## config.mk

```make
export PLATFORM = sky130hd
export DESIGN_NAME = rotated_rgb555_blit_top
export DESIGN_NICKNAME = d
export VERILOG_FILES = /design/src/hdl/rrb_pkg.sv /design/src/hdl/rrb_regs.sv /design/src/hdl/rrb_walk.sv /design/src/hdl/rrb_outreg.sv /design/src/hdl/rotated_rgb555_blit_top.sv
export SDC_FILE = /design/constraint.sdc
export NUM_CORES = 1
export LEC_CHECK = 0
export BUFFER_PORTS_ARGS = -buffer_cell sky130_fd_sc_hd__buf_2
export CORE_MARGIN = 2
export CORE_UTILIZATION = 55
export CTS_CLUSTER_SIZE = 10
export DETAILED_ROUTE_END_ITERATION = 10
export GPL_TIMING_DRIVEN = 1
export PLACE_DENSITY_LB_ADDON = 0.3
export RECOVER_POWER = 100
export SYNTH_ARGS = -nofsm -noshare
export SYNTH_HDL_FRONTEND = slang
export SYNTH_SLANG_ARGS = --single-unit
```

## constraint.sdc

```tcl
create_clock -name aclk -period 5.6 [get_ports aclk]
set_clock_uncertainty 0.2 [all_clocks]
set_input_delay 0 -clock aclk [delete_from_list [all_inputs] [get_ports aclk]]
set_output_delay 0 -clock aclk [all_outputs]
set_load 0.01 [all_outputs]
```

## src/hdl/rrb_pkg.sv

```systemverilog
`timescale 1ns / 1ps
// ----------------------------------------------------------------------------
// rrb_pkg
// Shared types, geometry constants and helpers for the rotated RGB555 blit.
// ----------------------------------------------------------------------------
package rrb_pkg;

    // Output geometry
    localparam int OUT_WIDTH   = 320;
    localparam int OUT_HEIGHT  = 240;
    localparam int LEFT_MARGIN = 40;
    localparam int FB_HEIGHT   = 240;
    localparam int BYTES_PX    = 3;

    // Source row selection
    localparam int SCALE_NUM  = 256;
    localparam int SCALE_DEN  = 240;
    localparam int SCALE_INT  = SCALE_NUM / SCALE_DEN;
    localparam int SCALE_FRAC = SCALE_NUM % SCALE_DEN;
    localparam int CROP_SKIP  = 8;
    localparam int MAX_PITCH  = 1024;
    localparam int ROW_MAX    = 511;

    // Field and counter widths
    localparam int PIX_W   = 16;
    localparam int PITCH_W = 11;
    localparam int COL_W   = 10;
    localparam int ROW_W   = 9;
    localparam int OROW_W  = 8;
    localparam int FRAC_W  = 8;
    localparam int OFF_W   = 19;
    localparam int RTERM_W = 10;

    // Incremental offset terms: offset = col_base + row_term
    localparam int COL_STEP   = FB_HEIGHT * BYTES_PX;
    localparam int COL_BASE0  = LEFT_MARGIN * COL_STEP;
    localparam int ROW_TERM0  = (FB_HEIGHT - 1) * BYTES_PX;
    localparam int FB_BYTES   = (OUT_WIDTH + 2 * LEFT_MARGIN) * FB_HEIGHT * BYTES_PX;

    // APB register map
    localparam int PADDR_W  = 3;
    localparam int PDATA_W  = 32;
    localparam logic REG_CROP_MODE = 1'b0;
    localparam logic REG_ROW_PITCH = 1'b1;

    typedef struct packed {
        logic [PIX_W-1:0] pixel;
        logic             frame_start;
    } rrb_in_t;

    typedef struct packed {
        logic [OFF_W-1:0] fb_offset;
        logic [7:0]       blue_byte;
        logic [7:0]       green_byte;
        logic [7:0]       red_byte;
        logic             frame_done;
    } rrb_out_t;

    typedef struct packed {
        logic               crop_mode;
        logic [PITCH_W-1:0] row_pitch;
    } rrb_cfg_t;

    // Stage between the raster walker and the output register
    typedef struct packed {
        logic [PIX_W-2:0] pixel;
        logic [OFF_W-1:0] fb_offset;
        logic             frame_done;
    } rrb_stage_t;

    // 5-bit to 8-bit by replicating the top bits
    function automatic logic [7:0] expand5(input logic [4:0] v);
        return {v, v[4:2]};
    endfunction

endpackage

```

## src/hdl/rrb_regs.sv

```systemverilog
`timescale 1ns / 1ps
// ----------------------------------------------------------------------------
// rrb_regs
// APB configuration registers: crop mode and source row pitch.
// ----------------------------------------------------------------------------
module rrb_regs (
    input  logic                        aclk,
    input  logic                        aresetn,
    input  logic                        psel,
    input  logic                        penable,
    input  logic                        pwrite,
    input  logic [rrb_pkg::PADDR_W-1:0] paddr,
    input  logic [rrb_pkg::PDATA_W-1:0] pwdata,
    output logic [rrb_pkg::PDATA_W-1:0] prdata,
    output logic                        pready,
    output rrb_pkg::rrb_cfg_t           cfg
);
    import rrb_pkg::*;

    logic               crop_mode_reg;
    logic [PITCH_W-1:0] row_pitch_reg;
    logic               wr_en;
    logic               reg_sel;

    assign pready  = 1'b1;
    assign wr_en   = psel && penable && pwrite;
    assign reg_sel = paddr[2];

    // Register writes
    always_ff @(posedge aclk) begin
        if (!aresetn) begin
            crop_mode_reg <= 1'b0;
            row_pitch_reg <= PITCH_W'(MAX_PITCH);
        end else if (wr_en) begin
            case (reg_sel)
                REG_CROP_MODE: crop_mode_reg <= pwdata[0];
                REG_ROW_PITCH: row_pitch_reg <= pwdata[PITCH_W-1:0];
                default: ;
            endcase
        end
    end

    // Read mux
    always_comb begin
        case (reg_sel)
            REG_CROP_MODE: prdata = {{(PDATA_W-1){1'b0}}, crop_mode_reg};
            REG_ROW_PITCH: prdata = {{(PDATA_W-PITCH_W){1'b0}}, row_pitch_reg};
            default:       prdata = '0;
        endcase
    end

    assign cfg.crop_mode = crop_mode_reg;
    assign cfg.row_pitch = row_pitch_reg;

endmodule

```

## src/hdl/rrb_walk.sv

```systemverilog
`timescale 1ns / 1ps
// ----------------------------------------------------------------------------
// rrb_walk
// Raster walker: tracks source column/row and output row, picks the kept
// pixels and builds their framebuffer offsets incrementally.
// ----------------------------------------------------------------------------
module rrb_walk (
    input  logic                aclk,
    input  logic                aresetn,
    input  rrb_pkg::rrb_cfg_t   cfg,
    input  logic                s_valid,
    output logic                s_ready,
    input  rrb_pkg::rrb_in_t    s_data,
    input  logic                adv,
    output logic                a_valid,
    output rrb_pkg::rrb_stage_t a_stage
);
    import rrb_pkg::*;

    // Counter state
    logic [COL_W-1:0]   col_reg,   col_next;
    logic [ROW_W-1:0]   srow_reg,  srow_next;
    logic [OROW_W-1:0]  orow_reg,  orow_next;
    logic [ROW_W-1:0]   map_reg,   map_next;
    logic [FRAC_W-1:0]  frac_reg,  frac_next;
    logic [OFF_W-1:0]   cbase_reg, cbase_next;
    logic [RTERM_W-1:0] rterm_reg, rterm_next;

    // Stage register
    logic       a_valid_reg, a_valid_next;
    rrb_stage_t a_stage_reg, a_stage_next;

    // Current values, restarted by frame start
    logic [COL_W-1:0]   col_cur;
    logic [ROW_W-1:0]   srow_cur;
    logic [OROW_W-1:0]  orow_cur;
    logic [ROW_W-1:0]   map_cur;
    logic [FRAC_W-1:0]  frac_cur;
    logic [OFF_W-1:0]   cbase_cur;
    logic [RTERM_W-1:0] rterm_cur;

    logic [PITCH_W-1:0] pitch_eff;
    logic [PITCH_W-1:0] used;
    logic [ROW_W-1:0]   map_sel;
    logic [FRAC_W:0]    frac_sum;
    logic               frac_carry;
    logic               kept;
    logic               col_in;
    logic               row_end;
    logic               accept;

    assign s_ready = !a_valid_reg || adv;
    assign accept  = s_valid && s_ready;

    // Effective pitch and used width
    always_comb begin
        if (cfg.row_pitch == '0 || cfg.row_pitch > PITCH_W'(MAX_PITCH)) begin
            pitch_eff = PITCH_W'(MAX_PITCH);
        end else begin
            pitch_eff = cfg.row_pitch;
        end
        used = (pitch_eff < PITCH_W'(OUT_WIDTH)) ? pitch_eff : PITCH_W'(OUT_WIDTH);
    end

    // Frame start restarts all counters
    always_comb begin
        if (s_data.frame_start) begin
            col_cur   = '0;
            srow_cur  = '0;
            orow_cur  = '0;
            map_cur   = '0;
            frac_cur  = '0;
            cbase_cur = OFF_W'(COL_BASE0);
            rterm_cur = RTERM_W'(ROW_TERM0);
        end else begin
            col_cur   = col_reg;
            srow_cur  = srow_reg;
            orow_cur  = orow_reg;
            map_cur   = map_reg;
            frac_cur  = frac_reg;
            cbase_cur = cbase_reg;
            rterm_cur = rterm_reg;
        end
    end

    // Row selection and pixel use
    assign map_sel = cfg.crop_mode ? (ROW_W'(orow_cur) + ROW_W'(CROP_SKIP)) : map_cur;
    assign kept    = (orow_cur < OROW_W'(OUT_HEIGHT)) && (srow_cur == map_sel);
    assign col_in  = {1'b0, col_cur} < used;
    assign row_end = ({1'b0, col_cur} + PITCH_W'(1)) >= pitch_eff;

    // Scaled row mapping steps by 256/240 per output row
    assign frac_sum   = {1'b0, frac_cur} + (FRAC_W+1)'(SCALE_FRAC);
    assign frac_carry = frac_sum >= (FRAC_W+1)'(SCALE_DEN);

    // Next counter values
    always_comb begin
        col_next   = col_reg;
        srow_next  = srow_reg;
        orow_next  = orow_reg;
        map_next   = map_reg;
        frac_next  = frac_reg;
        cbase_next = cbase_reg;
        rterm_next = rterm_reg;
        if (accept) begin
            srow_next  = srow_cur;
            orow_next  = orow_cur;
            map_next   = map_cur;
            frac_next  = frac_cur;
            rterm_next = rterm_cur;
            if (row_end) begin
                col_next   = '0;
                cbase_next = OFF_W'(COL_BASE0);
                if (kept) begin
                    orow_next  = orow_cur + OROW_W'(1);
                    rterm_next = rterm_cur - RTERM_W'(BYTES_PX);
                    map_next   = map_cur + ROW_W'(SCALE_INT) + ROW_W'(frac_carry);
                    frac_next  = frac_carry ? FRAC_W'(frac_sum - (FRAC_W+1)'(SCALE_DEN))
                                            : FRAC_W'(frac_sum);
                end
                if (srow_cur < ROW_W'(ROW_MAX)) begin
                    srow_next = srow_cur + ROW_W'(1);
                end
            end else begin
                col_next   = col_cur + COL_W'(1);
                cbase_next = cbase_cur + OFF_W'(COL_STEP);
            end
        end
    end

    // Stage register load
    always_comb begin
        a_valid_next = a_valid_reg;
        a_stage_next = a_stage_reg;
        if (accept) begin
            a_valid_next            = kept && col_in;
            a_stage_next.pixel      = s_data.pixel[PIX_W-2:0];
            a_stage_next.fb_offset  = cbase_cur + OFF_W'(rterm_cur);
            a_stage_next.frame_done = (orow_cur == OROW_W'(OUT_HEIGHT - 1)) &&
                                      ({1'b0, col_cur} == used - PITCH_W'(1));
        end else if (adv) begin
            a_valid_next = 1'b0;
        end
    end

    always_ff @(posedge aclk) begin
        if (!aresetn) begin
            col_reg     <= '0;
            srow_reg    <= '0;
            orow_reg    <= '0;
            map_reg     <= '0;
            frac_reg    <= '0;
            cbase_reg   <= OFF_W'(COL_BASE0);
            rterm_reg   <= RTERM_W'(ROW_TERM0);
            a_valid_reg <= 1'b0;
        end else begin
            col_reg     <= col_next;
            srow_reg    <= srow_next;
            orow_reg    <= orow_next;
            map_reg     <= map_next;
            frac_reg    <= frac_next;
            cbase_reg   <= cbase_next;
            rterm_reg   <= rterm_next;
            a_valid_reg <= a_valid_next;
        end
        a_stage_reg <= a_stage_next;
    end

    assign a_valid = a_valid_reg;
    assign a_stage = a_stage_reg;

endmodule

```

## src/hdl/rrb_outreg.sv

```systemverilog
`timescale 1ns / 1ps
// ----------------------------------------------------------------------------
// rrb_outreg
// Result register: widens the color fields and holds the request until
// the receiver takes it.
// ----------------------------------------------------------------------------
module rrb_outreg (
    input  logic                aclk,
    input  logic                aresetn,
    input  logic                a_valid,
    input  rrb_pkg::rrb_stage_t a_stage,
    output logic                adv,
    output logic                m_valid,
    input  logic                m_ready,
    output rrb_pkg::rrb_out_t   m_data
);
    import rrb_pkg::*;

    logic     m_valid_reg, m_valid_next;
    rrb_out_t m_data_reg,  m_data_next;

    // Register is free when empty or being drained
    assign adv = !m_valid_reg || m_ready;

    always_comb begin
        m_valid_next = m_valid_reg;
        m_data_next  = m_data_reg;
        if (adv) begin
            m_valid_next = a_valid;
            if (a_valid) begin
                m_data_next.fb_offset  = a_stage.fb_offset;
                m_data_next.blue_byte  = expand5(a_stage.pixel[14:10]);
                m_data_next.green_byte = expand5(a_stage.pixel[9:5]);
                m_data_next.red_byte   = expand5(a_stage.pixel[4:0]);
                m_data_next.frame_done = a_stage.frame_done;
            end
        end
    end

    always_ff @(posedge aclk) begin
        if (!aresetn) begin
            m_valid_reg <= 1'b0;
        end else begin
            m_valid_reg <= m_valid_next;
        end
        m_data_reg <= m_data_next;
    end

    assign m_valid = m_valid_reg;
    assign m_data  = m_data_reg;

endmodule

```

## src/hdl/rotated_rgb555_blit_top.sv

```systemverilog
`timescale 1ns / 1ps
// ----------------------------------------------------------------------------
// rotated_rgb555_blit_top
// RGB555 raster in, rotated BGR8 framebuffer writes out.
// ----------------------------------------------------------------------------
// Usage:
//   s_* takes source pixels in raster order, one per request; frame_start
//   marks the first pixel of a frame and clears the raster counters.
//   m_* gives one request per kept pixel: its byte offset in the rotated
//   400x240 BGR8 framebuffer and the widened B, G, R bytes; frame_done
//   flags the last pixel written for the frame. Skipped pixels give none.
//   The APB port holds crop_mode (0x0) and row_pitch (0x4); change them
//   only while the block is idle.
// Timing:
//   One pixel per clock sustained while m_ready holds high. A result on m_*
//   passes through the raster walker stage register and then the result
//   register. The offset is an add of two running terms.
// Reset and stall:
//   Reset clears the counters, drops m_valid and loads crop_mode=0,
//   row_pitch=1024. When m_ready is low the result holds; pixels are still
//   taken until one that gives a result sits in the stage register, and
//   s_ready then drops.
// ----------------------------------------------------------------------------
module rotated_rgb555_blit_top (
    input  logic                        aclk,
    input  logic                        aresetn,
    input  logic                        psel,
    input  logic                        penable,
    input  logic                        pwrite,
    input  logic [rrb_pkg::PADDR_W-1:0] paddr,
    input  logic [rrb_pkg::PDATA_W-1:0] pwdata,
    output logic [rrb_pkg::PDATA_W-1:0] prdata,
    output logic                        pready,
    input  logic                        s_valid,
    output logic                        s_ready,
    input  rrb_pkg::rrb_in_t            s_data,
    output logic                        m_valid,
    input  logic                        m_ready,
    output rrb_pkg::rrb_out_t           m_data
);
    import rrb_pkg::*;

    rrb_cfg_t   cfg;
    logic       a_valid;
    rrb_stage_t a_stage;
    logic       adv;

    rrb_regs u_regs (
        .aclk    (aclk),
        .aresetn (aresetn),
        .psel    (psel),
        .penable (penable),
        .pwrite  (pwrite),
        .paddr   (paddr),
        .pwdata  (pwdata),
        .prdata  (prdata),
        .pready  (pready),
        .cfg     (cfg)
    );

    rrb_walk u_walk (
        .aclk    (aclk),
        .aresetn (aresetn),
        .cfg     (cfg),
        .s_valid (s_valid),
        .s_ready (s_ready),
        .s_data  (s_data),
        .adv     (adv),
        .a_valid (a_valid),
        .a_stage (a_stage)
    );

    rrb_outreg u_out (
        .aclk    (aclk),
        .aresetn (aresetn),
        .a_valid (a_valid),
        .a_stage (a_stage),
        .adv     (adv),
        .m_valid (m_valid),
        .m_ready (m_ready),
        .m_data  (m_data)
    );

endmodule

```

==> impl_metrics.toml, run 1 <==
[routing]
routed-via-count = 7439
first_pass_iters = 5
vias_per_cell = 5.71
drc = 0
wl_per_cell_um = 15.4
drtAntennaViolNets = 0
wl_um = 20100
dr.first_iter.drc_count = 524

[floorplan]
die-area_sq_mm = 0.0173
pin_count = 138
die_h_um = 132
start_util = 0.565
core_area_sq_mm = 0.0159
rows = 46
fp.dieW_um = 132

[clock_tree]
clk_latency_ps = 430
htreeDepth = 4
cts_tree = "built"
cts_sinks = 157
cts_resized = 0
cts_made_buffers = 17
root_buffer = "clkbuf_16"
path_clk_slew_ps = 60
clk_path_buf_depth = 2

[critical_path]
worst-path-buf-inv = 1
crit_family = "compound AO/OA/AOI/OAI gates"
required_ps = 5770
crit_arrival_ps = 4850
crit_type = "reg2reg"
worstSetupStartpoint = "u_walk.col_reg[1]"
path_max_fanout = 20
worst-path-stages = 15
rrSetupSlack_ps = 920
worstSetupEndpointType = "register"
critPathLaunchType = "register"
worst_path_max_delay_cell = "clkbuf_1"
reg2reg_depth = 15
cpPeakStageDelay_ps = 850
r2r_start = "u_walk.col_reg[1]"
crit_chain = "nor2b_1, ha_1, nand3_1, nor2_1, and3_1, xor2_1, ha_1, o21a_1, o21a_1, o31a_1, a311oi_2, clkbuf_1, nor4_2, a2111oi_0, a31o_2"

[timing]
setup_viol_count_final = 0
setup_tns_ps = 0
rsz0062_at_grt = "no"
period_minus_slack_ps = 4680
maxSlewHeadroom = -0.791
hold_viol = 0
finalCritPeriodShare = 0.836
max_freq_ghz = 0.214
report.final.slew_viol_count = 159
tightest_slew_ps = 2680

[global_routing]
grt_overflow_total = 0
grt_max_degree = 59
antenna_found_initial = 0
grt_pass1_wl_um = 33400
grt_pass1_vias = 6855
grt.total_usage = 0.234

[synthesis]
syn_area_sq_mm = 0.00897
avgSynthCellArea_sq_um = 9.22
synth-edff-count = 70
ys_async_sr_fraction = 0
syn_inst = 973
synth_ff_type = "dfxtp_1"
yosys_register_bits = 157
synth_cell_types = 79
ys_warn_count = 0
ys_seq_area_frac = 0.428

[power]
p_per_area_mw_per_mm2 = 258
p_leak_uw = 0.00384
peakVddDrop_v = 0.000207
finalPower_uw = 2670

[min_path]
hold_class = "in2reg"
min_from = "s_data[2]"
holdPathStages = 2

[place]
gp_congestion = 0.843
place_area_sq_mm = 0.00941
hpwl_um = 13000
port_buffers = 91

[final_layout]
fin_util = 0.652
nNetsFinal = 1177
area_growth_pct = 15.4
design_area_sq_mm = 0.0104
drive_gt1_frac = 0.0856
num_antenna_cells = 0

[outcome]
status = "complete, but fails checks"
violations = "max-capacitance violations, max-slew violations"

[run]
drv_cap = 4
[power by group]
group          internal [uW]  switching, uW  total (uW)
clock                    721            507        1230
combinational           66.3            123         189
sequential              1230           17.1        1250
total                   2020            647        2670
[timing repair]
| item | 4_1_cts | 5_1_grt |
|---|---|---|
| setup buffers | 0 | 0 |
| hold buffers | 46 | 0 |
| hold endpoints to repair | 54 | 0 |
[area by class of cell]
cell class                 instances  area [sq um]
fill                            1341          5530
sequential                       157          3840
timing repair buffer             147           897
multi-input combinational        730          4640
tap                              216           270
clock inverter                    14           195
clock buffer                      18           429
inverter                          21          78.8
[metal layers]
metal / up-vias / global-route usage / wire length, um
met5: - / 0 / 0
met2: 234 / 0.398 / 9680
li1: 3665 / - / -
met1: 3510 / 0.303 / 9150
met4: 0 / 0.0815 / 346
met3: 30 / 0.0382 / 941
[kinds of logic (layout without fill, tap and decap cells)]
group           Yosys count  after routing  synth area share
simple gates            394            394             0.228
flops                   157            157             0.428
xor+xnor                 54             54            0.0527
other cells               2             23          0.000837
buf+inv                 107            200            0.0598
compound gates          200            200             0.151
mux                      15             15            0.0170
fa+ha+maj                44             44            0.0622
[through the flow]
step           cells  worst slack (ps)  hold slack (ps)
2_1_floorplan    994              1400             -101
3_3_place_gp    1225              1560            -22.9
3_5_place_dp    1225              1500            -21.9
4_1_cts         1303              1450             48.2
5_1_grt         1303               617             73.3
6_report        1303               921             77.2
[cells in the final DEF (no fill, tap or decap), types with 12 or more instances in the layout]
cell / instances
nand2_1: 115
dfxtp_1: 87
edfxtp_1: 70
a21oi_1: 65
clkbuf_1: 63
nor2_1: 55
dlygate4sd3_1: 46
nand3_1: 45
ha_1: 43
nor2b_1: 40
o21ai_0: 35
buf_2: 34
xnor2_1: 32
conb_1: 23
xor2_1: 22
inv_1: 20
nor3_1: 20
and3_1: 19
nand2b_1: 17
clkbuf_16: 17
nand4_1: 16
mux2i_1: 13
nor4_1: 12
and2_1: 12
[path summary, 6_finish.rpt]
| path | endpoint |
|---|---|
| max | u_walk.map_reg[8] |
| min | u_walk.a_stage[21] |
| max reg2reg | u_walk.map_reg[8] |
| min reg2reg | u_out.m_data[11] |
[synthesized netlist by cell type (all sizes together) (13+ instances only)]
cell type,count,area share
clkbuf,40,0.017
inv,21,0.0088
nand4,16,0.011
nor4,13,0.010
buf,46,0.034
ha,43,0.060
nand3,45,0.026
nand2b,17,0.012
nor2,55,0.023
xor2,22,0.021
and3,19,0.013
nor3,22,0.015
a21oi,66,0.037
mux2i,13,0.015
nand2,115,0.048
o21ai,36,0.020
xnor2,32,0.031
nor2b,40,0.028
edfxtp,70,0.23
dfxtp,87,0.19
and2,17,0.012
Note: power is estimated with default switching activity, not from simulation.
==> inputs of run 2 (changes only) <==
Settings changed: CORE_UTILIZATION 55 to 52.
Clock period 5.6 ns to 3.97 ns, I/O delays scaled along.
==> run 2 against run 1 <==
The flow now finishes without violations. Highest routed layer unchanged. Wire length grew 2.7%. Clock power is 30% higher. Via count rose by 1.1%. Combinational power increased by 51%. Sequential cell count unchanged. Design area rose by 2.4%. Largest power group unchanged. Utilization down 3.0 points. Clock-buffer cell count decreased by 1. Sequential power is 41% higher. Die area rose by 5.6%. Global-route usage decreased by 0.48 points. Largest cell class unchanged.
==> impl_metrics.toml, run 2 (synthesis gave the netlist of run 1 again) <==
[place]
place_area_sq_mm = 0.00957
dp.cells = 1252
gp_congestion = 0.869
port_buffers = 91
hpwl_um = 13800

[final_layout]
nNetsFinal = 1197
drive_gt1_frac = 0.121
design_area_sq_mm = 0.0106
n_fill_cell = 1477
final_cells = 1332
area_growth_pct = 18.2
num_antenna_cells = 0
most-common-layout-cells = "115 x nand2_1, 87 x dfxtp_1, 70 x edfxtp_1, 65 x a21oi_1, 54 x clkbuf_1"
final_common_cell = "nand2_1"

[timing]
max_freq_ghz = 0.265
period_minus_slack_ps = 3780
holdWs_ps = 44.5
tightest_slew_ps = 945
setup_tns_ps = 0
rsz0062_at_grt = "yes"
hold_viol = 0
setup_viol_count_final = 0
maxSlewHeadroom = 0.368
report.final.slew_viol_count = 0
finalCritPeriodShare = 0.952

[global_routing]
grt_pass1_vias = 6942
grt_pass1_wl_um = 33500
grt_max_degree = 59
grt.total_usage = 0.229
antenna_found_initial = 0
grt_overflow_total = 0

[critical_path]
crit_arrival_ps = 3900
worst_path_max_delay_cell = "or4_1"
worst-path-buf-inv = 5
required_ps = 4100
worstSetupEndpointType = "register"
crit_family = "simple AND/OR/NAND/NOR gates"
r2r_start = "u_walk.col_reg[1]"
cpPeakStageDelay_ps = 610
path_max_fanout = 41
rrSetupSlack_ps = 210
crit_type = "in2reg"
crit_chain = "dlygate4sd3_1, buf_2, buf_6, nor2b_1, ha_1, inv_1, a21oi_1, o32ai_2, a211oi_1, or4_1, ha_1, inv_1, ha_1, and4_1, and3_1, a2111oi_2, a31o_2"
cpMostUsedCell = "ha_1"
reg2reg_depth = 15
r2r_end = "u_walk.frac_reg[7]"
critPathLaunchType = "primary input"

[min_path]
hold_class = "in2reg"
holdPathStages = 4
whs_endpoint = "u_regs.row_pitch_reg[0]"
min_from = "pwrite"

[run]
drv_cap = 0

[clock_tree]
path_clk_slew_ps = 70
cts_sinks = 157
htreeDepth = 4
clk_latency_ps = 440
cts_tree = "built"
cts_made_buffers = 17
root_buffer = "clkbuf_16"
clk_path_buf_depth = 2

[power]
p_leak_uw = 0.00397
p_int_uw = 2690
pwr-share-comb = 0.078
p_per_area_mw_per_mm2 = 344
peakVddDrop_v = 0.000312
p_clk_frac = 0.439
net-switching-power_uw = 966
pwr-share-seq = 0.483
p_sw_frac = 0.265

[floorplan]
die-area_sq_mm = 0.0183
die_h_um = 135
core_area_sq_mm = 0.0171
pin_count = 138
fp.dieW_um = 135
rows = 48
start_util = 0.526

[routing]
drc = 0
first_pass_iters = 6
dr.first_iter.drc_count = 535
vias_per_cell = 5.64
drtAntennaViolNets = 0
wl_um = 20700
wl_per_cell_um = 15.5
routed-via-count = 7519

[outcome]
status = "finished clean"
-- run 2: changes by cell type in the layout (fill, tap and decap cells not counted), moves of 3 or more --
cell	previous run	this run
buf_4	4	23
clkbuf_1	63	54
buf_2	34	40
clkinv_8	0	4
buf_6	0	3
bufinv_16	3	0
-- run 2: power groups by stage --
stage / clock network (uW) / logic [uW] / registers (uW)
2_1_floorplan: 0 / 180 / 1800
3_3_place_gp: 0 / 252 / 1790
3_5_place_dp: 0 / 258 / 1800
4_1_cts: 1640 / 287 / 1760
5_1_grt: 1700 / 315 / 1770
6_report: 1600 / 285 / 1760
-- run 2: layer usage --
layer	vias up	wire (um)	share of wire	GRT usage
met5	-	0	0	0
met4	0	279	0.014	0.0631
met3	24	1010	0.049	0.0456
met2	213	10100	0.49	0.398
met1	3573	9240	0.45	0.291
li1	3709	-	-	-
-- run 2: worst max path at each step --
stage / start / end / depth (start not counted)
after global routing: u_walk.col_reg[1] / u_walk.cbase_reg[7] / 14
after detailed placement: u_walk.col_reg[1] / u_walk.rterm_reg[6] / 15
after global placement: u_walk.col_reg[1] / u_walk.rterm_reg[7] / 15
after floorplan: s_data[0] / u_walk.col_reg[0] / 19
final: s_data[0] / u_walk.map_reg[8] / 17
after CTS: u_walk.col_reg[1] / u_walk.rterm_reg[6] / 15
-- run 2: area by class of cell --
| type | instances | area, sq um | area share |
|---|---|---|---|
| multi-input cells | 730 | 4720 | 0.445 |
| inverters | 21 | 78.8 | 0.00743 |
| repair buffers | 167 | 1090 | 0.103 |
| clock inverters | 15 | 166 | 0.0157 |
| clock buffers | 17 | 425 | 0.0401 |
| well taps | 225 | 282 | 0.0265 |
| flip-flops and latches | 157 | 3840 | 0.362 |
-- run 2: per-stage QoR --
step	util	total power, uW	worst slack, ps
after floorplan	-	1980	23.7
after global placement	0.561	2050	174
after detailed placement	0.561	2060	91.8
after CTS	0.623	3690	74.0
after global routing	0.622	3780	-18.6
final	0.622	3650	192
-- run 2: worst reg2reg max path: stages (launching register included) --
cell and delay [ps]:
dfxtp_1 370, nor2b_1 190, ha_1 200, nand3_1 130, nor2_2 170, and3_1 200
xor2_1 200, ha_1 260, o21a_1 160, o21a_1 220, o31a_1 170, a311oi_4 330
buf_6 220, nor4_4 80, or4_1 440, o311ai_0 110
-- run 2: repair_timing --
item | CTS | global route
hold endpoints to repair | 54 | 0
setup endpoints to repair | 0 | 29
setup buffers | 0 | 1
resized for setup | 0 | 10
hold buffers | 46 | 0
==> inputs of run 3 (changes only) <==
==> constraint.sdc (replaced) <==
create_clock -name aclk -period 3.97 [get_ports aclk]
set_clock_uncertainty 0.2 [all_clocks]
set_input_delay 1.191 -clock aclk [delete_from_list [all_inputs] [get_ports aclk]]
set_output_delay 1.191 -clock aclk [all_outputs]
set_load 0.01 [all_outputs]
==> run 3 against run 2 <==
Power about the same. Non-clock buffer count increased by 43. First-iteration DRC count decreased by 6.5%. Utilization increased by 4.2 points. Die area unchanged. Critical endpoint is now u_walk.frac_reg[7]. Highest routed layer unchanged.
==> impl_metrics.toml, run 3 (synthesis gave the netlist of run 1 again) <==
[place]
gp_congestion = 0.863
place_area_sq_mm = 0.0105
hpwl_um = 14800
port_buffers = 91

[routing]
dr.first_iter.drc_count = 500
wl_per_cell_um = 15.4
drc = 0
first_pass_iters = 5
drtAntennaViolNets = 0
vias_per_cell = 5.55
wl_um = 21200
routed-via-count = 7627

[critical_path]
path_max_fanout = 6
crit_type = "in2reg"
crit_chain = "buf_8, nand2b_4, inv_4, ha_4, nand3_4, nor2_4, and3_4, xor2_2, ha_1, o21a_1, o21a_1, o31a_1, a311oi_2, buf_4, nor4_4, buf_4, or4_4, o311ai_2"
critPathLaunchType = "primary input"
worst_path_max_delay_cell = "or4_4"
crit_arrival_ps = 4100
rrSetupSlack_ps = 510
worstSetupEndpointType = "register"
r2r_end = "u_walk.frac_reg[7]"
worst-path-buf-inv = 4
crit_family = "simple AND/OR/NAND/NOR gates"
r2r_start = "u_walk.col_reg[1]"
reg2reg_depth = 16
required_ps = 4110
cpPeakStageDelay_ps = 410

[floorplan]
pin_count = 138
rows = 48
die_h_um = 135
fp.dieW_um = 135
start_util = 0.526
die-area_sq_mm = 0.0183
core_area_sq_mm = 0.0171

[min_path]
hold_class = "reg2reg"
whs_endpoint = "u_out.m_data[43]"
holdPathStages = 0
min_from = "u_walk.a_stage[19]"

[timing]
tightest_slew_ps = 946
setup_viol_count_final = 0
rsz0062_at_grt = "yes"
period_minus_slack_ps = 3950
maxSlewHeadroom = 0.367
max_freq_ghz = 0.253
hold_viol = 0
report.final.slew_viol_count = 0
finalCritPeriodShare = 0.996

[clock_tree]
cts_sinks = 157
root_buffer = "clkbuf_16"
cts_tree = "built"
hold_buffers = 0
clk_path_buf_depth = 2
clk_latency_ps = 440
cts_made_buffers = 17
htreeDepth = 4
path_clk_slew_ps = 70

[final_layout]
area_growth_pct = 26.2
drive_gt1_frac = 0.290
multi_input_comb_area_sq_mm = 0.00511
design_area_sq_mm = 0.0113
fin_util = 0.664
num_antenna_cells = 0
seqCellArea_sq_mm = 0.00384
nNetsFinal = 1240
most-common-layout-cells = "112 x nand2_1, 112 x buf_4, 87 x buf_2, 87 x dfxtp_1, 70 x edfxtp_1"
n_fill_cell = 1368

[outcome]
status = "finished clean"

[power]
peakVddDrop_v = 0.000324
p_per_area_mw_per_mm2 = 322
p_leak_uw = 0.00444

[global_routing]
grt_pass1_vias = 7144
antenna_found_initial = 0
grt_overflow_total = 0
grt.total_usage = 0.232
grt_max_degree = 59
grt_pass1_wl_um = 34100

[run]
drv_cap = 0
-- run 3: power breakdown --
group / leakage (uW) / internal, uW / switching, uW
Combinational: 0.00283 / 113 / 186
Sequential: 0.00134 / 1740 / 23.8
Clock: 0.000277 / 836 / 752
-- run 3: worst register-to-register path: cells and delay by family, from the launching register on --
kind,cells,cell delay (ps)
and+or+nand+nor,6,1070
AOI/OAI and AO/OA,5,800
adders and majority gates,2,410
DFF,1,370
buffers and inverters,2,350
xor gates and xnor gates,1,160
-- run 3: worst max-delay path by stage --
stage	from	endpoint	slack [ps]	cells past startpoint
6_report	s_data[0]	u_walk.frac_reg[7]	20	18
5_1_grt	s_data[0]	u_walk.frac_reg[7]	-110	17
4_1_cts	s_data[0]	u_walk.orow_reg[2]	7	18
3_5_place_dp	s_data[0]	u_walk.frac_reg[7]	-530	18
3_3_place_gp	s_data[0]	u_walk.frac_reg[7]	-520	18
2_1_floorplan	s_data[0]	u_walk.map_reg[8]	-560	19
-- run 3: what timing repair did --
| action | 4_1_cts | 5_1_grt |
|---|---|---|
| resized for setup | 12 | 24 |
| endpoints found under the setup margin | 18 | 57 |
| pin swaps | 5 | 12 |
| setup buffers | 6 | 7 |
-- run 3: cell type report --
type / instances / area share
multi-input cells: 730 / 0.451
flip-flops and latches: 157 / 0.340
repair buffers: 210 / 0.127
clock buffers: 17 / 0.0376
well taps: 225 / 0.0249
clock inverters: 15 / 0.0129
inverters: 21 / 0.00718
-- run 3: metrics by stage --
step	power (uW)	instances	hold slack [ps]	setup WS [ps]	setup TNS (ps)
after floorplan	2000	994	200	-560	-31420
after global placement	2080	1331	200	-517	-24830
after detailed placement	2090	1331	205	-530	-26100
after CTS	3660	1368	219	6.90	0
after global routing	3770	1375	216	-108	-561
final	3650	1375	216	15.9	0
-- run 3: metal layers --
layer  up-vias  global-route usage  share of wire  wire, um
met5         -                   0              0         0
met4         0              0.0741          0.017       364
met3        36              0.0363          0.054      1140
met2       244               0.400           0.49     10400
met1      3556               0.299           0.44      9300
li1       3791                   -              -         -
